`src/hdl/cpts_ram.sv`:
```
`default_nettype none
module cpts_ram #(
  parameter int WIDTH = 8,
  parameter int DEPTH = 64
) (
  input  wire logic                     clk,
  input  wire logic                     we,
  input  wire logic [$clog2(DEPTH)-1:0] waddr,
  input  wire logic [WIDTH-1:0]         wdata,
  input  wire logic [$clog2(DEPTH)-1:0] raddr,
  output logic      [WIDTH-1:0]         rdata
);
  logic [WIDTH-1:0] mem [DEPTH];

  always_ff @(posedge clk) begin
    if (we) begin
      mem[waddr] <= wdata;
    end
    rdata <= mem[raddr];
  end
endmodule
`default_nettype wire
```
`config.mk`:
```
export PLATFORM = sky130hd
export DESIGN_NAME = cpts_ram
export DESIGN_NICKNAME = d
export VERILOG_FILES = /design/src/hdl/cpts_ram.sv
export SDC_FILE = /design/constraint.sdc
export NUM_CORES = 1
export LEC_CHECK = 0
export ABC_AREA = 1
export BUFFER_PORTS_ARGS = -buffer_cell sky130_fd_sc_hd__buf_2
export CAP_MARGIN = 20
export CORE_AREA = 4 4 304 186
export CTS_CLUSTER_SIZE = 40
export DETAILED_ROUTE_END_ITERATION = 8
export DIE_AREA = 0 0 308 190
export HOLD_SLACK_MARGIN = 0.02
export PLACE_DENSITY_LB_ADDON = 0.3
export SLEW_MARGIN = 0
export SYNTH_ARGS = -nofsm -noshare
export SYNTH_HDL_FRONTEND = slang
export SYNTH_SLANG_ARGS = --single-unit
```
`constraint.sdc`:
```
create_clock -name clk -period 2.85 [get_ports clk]
set_clock_uncertainty 0.15 [all_clocks]
set_input_delay 0.7125 -clock clk [delete_from_list [all_inputs] [get_ports clk]]
set_output_delay 0.7125 -clock clk [all_outputs]
set_load 0.02 [all_outputs]
```
==> flow_summary.yaml <==
status:
  status: "completed"
clock_network:
  cts-hold-fix-buffers: 0
  post_cts_resized: 0
  clkTransAtPathRegs_ns: 0.07
  htreeDepth: 2
  root_buffer: "clkbuf_16"
  cts_tree: "done"
  post_cts_buffers: 0
  clkLatencyLatePin_ns: 0.58
  numClockSinks: 520
  cts_buffers: 46
  cts_buffer_depth: 3
detailed_routing:
  drc: 0
  finalWirelength_um: 59830
  drtAntennaViolNets: 0
  wire_per_inst_um: 22.65
  viasPerCell: 5.449
  dr.pass1.iters: 7
  vias: 14390
  drt-initial-drc-count: 1950
synthesis:
  synth_cell_types: 16
  ys_top_cells_by_area: "edfxtp_1 72%, nand2_1 11%, nand3_1 10%"
  synth-compound-area-share: 0
  synth_xor_area_frac: 0
  syn_avg_cell_area_sq_um: 11.82
  synth-adder-area-share: 0
  synth_seq_cells: 520
  synth.largest_area_cell: "edfxtp_1"
  synthMuxAreaShare: 0
  synthesis.area_sq_um: 21340
  synth_top_cell_area_share: 0.7205
  seq_area_frac_synth: 0.7280
  yosys_warnings: 0
  syn_inst: 1805
  synth_top_family_by_area: "simple AND/OR/NAND/NOR gates"
  syn_nets: 1827
  synth_simple_gate_area_share: 0.2318
global_routing:
  grt_usage: 0.2041
  grt_first_pass_wirelength_um: 89120
  grt_max_degree: 83
  grt_pass1_vias: 13250
  antenna_found_initial: 0
  globalRoute.totalOverflow: 0
worst_hold_path:
  min_path_type: "input port to flop"
timing:
  worst_pin_slew_ns: 0.7175
  fin_crit_sh: 0.7456
  clock.fmax_ghz: 0.4706
  slew_headroom: 0.5217
  hold-worst-slack_ns: 0.3393
  period_minus_slack_ns: 2.125
  slew_violations: 0
  rsz0062_at_grt: "no"
  setup_viol: 0
  finalSetupTns_ns: 0
  final_hold_viol_count: 0
setup_path:
  worstPathArrival_ns: 1.26
  path_cells: "buf_2"
  slowest_delay_ns: 0.47
  cp-end-kind: "output pin"
  crit_family: "flip-flops"
  cp.buffers_inverters: 1
  critPathLaunchType: "flop"
  crit_required_ns: 1.99
  critPathMaxFanout: 1
  criticalPathCategory: "flop to output pin"
  slowest_stage: "dfxtp_1"
final_layout:
  area_growth_pct: 14.31
  num_antenna_cells: 0
  fin_nets: 1911
  fin_util: 0.4537
  drive_above_1_share: 0.1157
floorplan:
  core-area_sq_um: 53760
  die_w_um: 308
  initial_core_util: 0.3969
  rows: 66
  num_io_pins: 30
  dieHeight_um: 190
  die_area_sq_um: 58520
pwr:
  power_leakage_nw: 8.878
  p_total_mw: 16.26
  peakVddDrop_uv: 397.4
  power_density_nw_per_um2: 666.5
place:
  hpwlAfterDp_um: 37760
  port_buffers: 29
  gp_congestion: 0.9019
run:
  drv_cap: 0
-- state kept, by name, summed over array words and instances (netlist names) --
register and flops:
rdata 8, mem 512
-- Yosys cell counts --
master      n
buf_6      35
nor4_1      8
buf_8       2
buf_4      14
clkbuf_1   15
nand3_1   439
nor2_1     56
inv_2       1
buf_1      10
dfxtp_1     8
buf_2      37
nand4_1     9
inv_6       1
inv_1      10
nand2_1   648
edfxtp_1  512
-- cell type report --
class                   count  area (sq um)
clock buffers              61          1321
clock inverters            25         274.0
fillers                  4820         29370
inverters                  12         52.55
multi-input cells        1160          4946
flip-flops and latches    520         15530
well taps                 714         893.4
repair buffers            149          1370
-- metal layers --
layer,GRT usage,routed length [um],vias to the layer above
met4,0.03727,915,0
met1,0.3332,28010,7080
li1,-,-,6512
met2,0.2661,23450,733
met3,0.05942,7451,67
met5,0,0,-
-- cell usage in the layout (no fill, tap or decap), drive strengths merged, types with 9 or more instances in the layout --
master	count
nand2	648
edfxtp	512
nand3	439
buf	148
clkbuf	62
nor2	56
clkinv	17
inv	12
nand4	9
-- cell families (layout without fill, tap and decap cells) --
kind of cell | after synthesis | in the layout
and+or+nand+nor | 1160 | 1160
DFF | 520 | 520
buffers and inverters | 125 | 247
-- power by group --
group / switching [mW] / leakage (nW) / internal [mW] / total (mW)
logic: 0.830 / 3.42 / 0.300 / 1.13
registers: 0.0349 / 4.67 / 8.46 / 8.49
clock network: 2.83 / 0.781 / 3.81 / 6.64
total: 3.69 / 8.88 / 12.6 / 16.3
-- path summary, 6_finish.rpt --
kind,cells after the start,slack (ns),endpoint,from
setup / recovery,1,0.73,rdata[7],rdata[7]$_DFF_P_
hold / removal,3,0.34,rdata[0]$_DFF_P_,raddr[5]
setup reg to reg,8,1.32,rdata[2]$_DFF_P_,mem[63][2]$_DFFE_PP_
hold reg to reg,8,0.67,rdata[4]$_DFF_P_,mem[4][4]$_DFFE_PP_
-- through the flow --
| stage | setup WS, ns | std cells | area [sq um] |
|---|---|---|---|
| global placement | 0.3788 | 2555 | 22800 |
| detailed placement | 0.3554 | 2555 | 22800 |
| global route | 0.6936 | 2641 | 24390 |
| CTS | 0.7479 | 2641 | 24390 |
| floorplan | 0.2214 | 1805 | 21340 |
| finish | 0.7251 | 2641 | 24390 |
(Power assumes the default switching activity.)
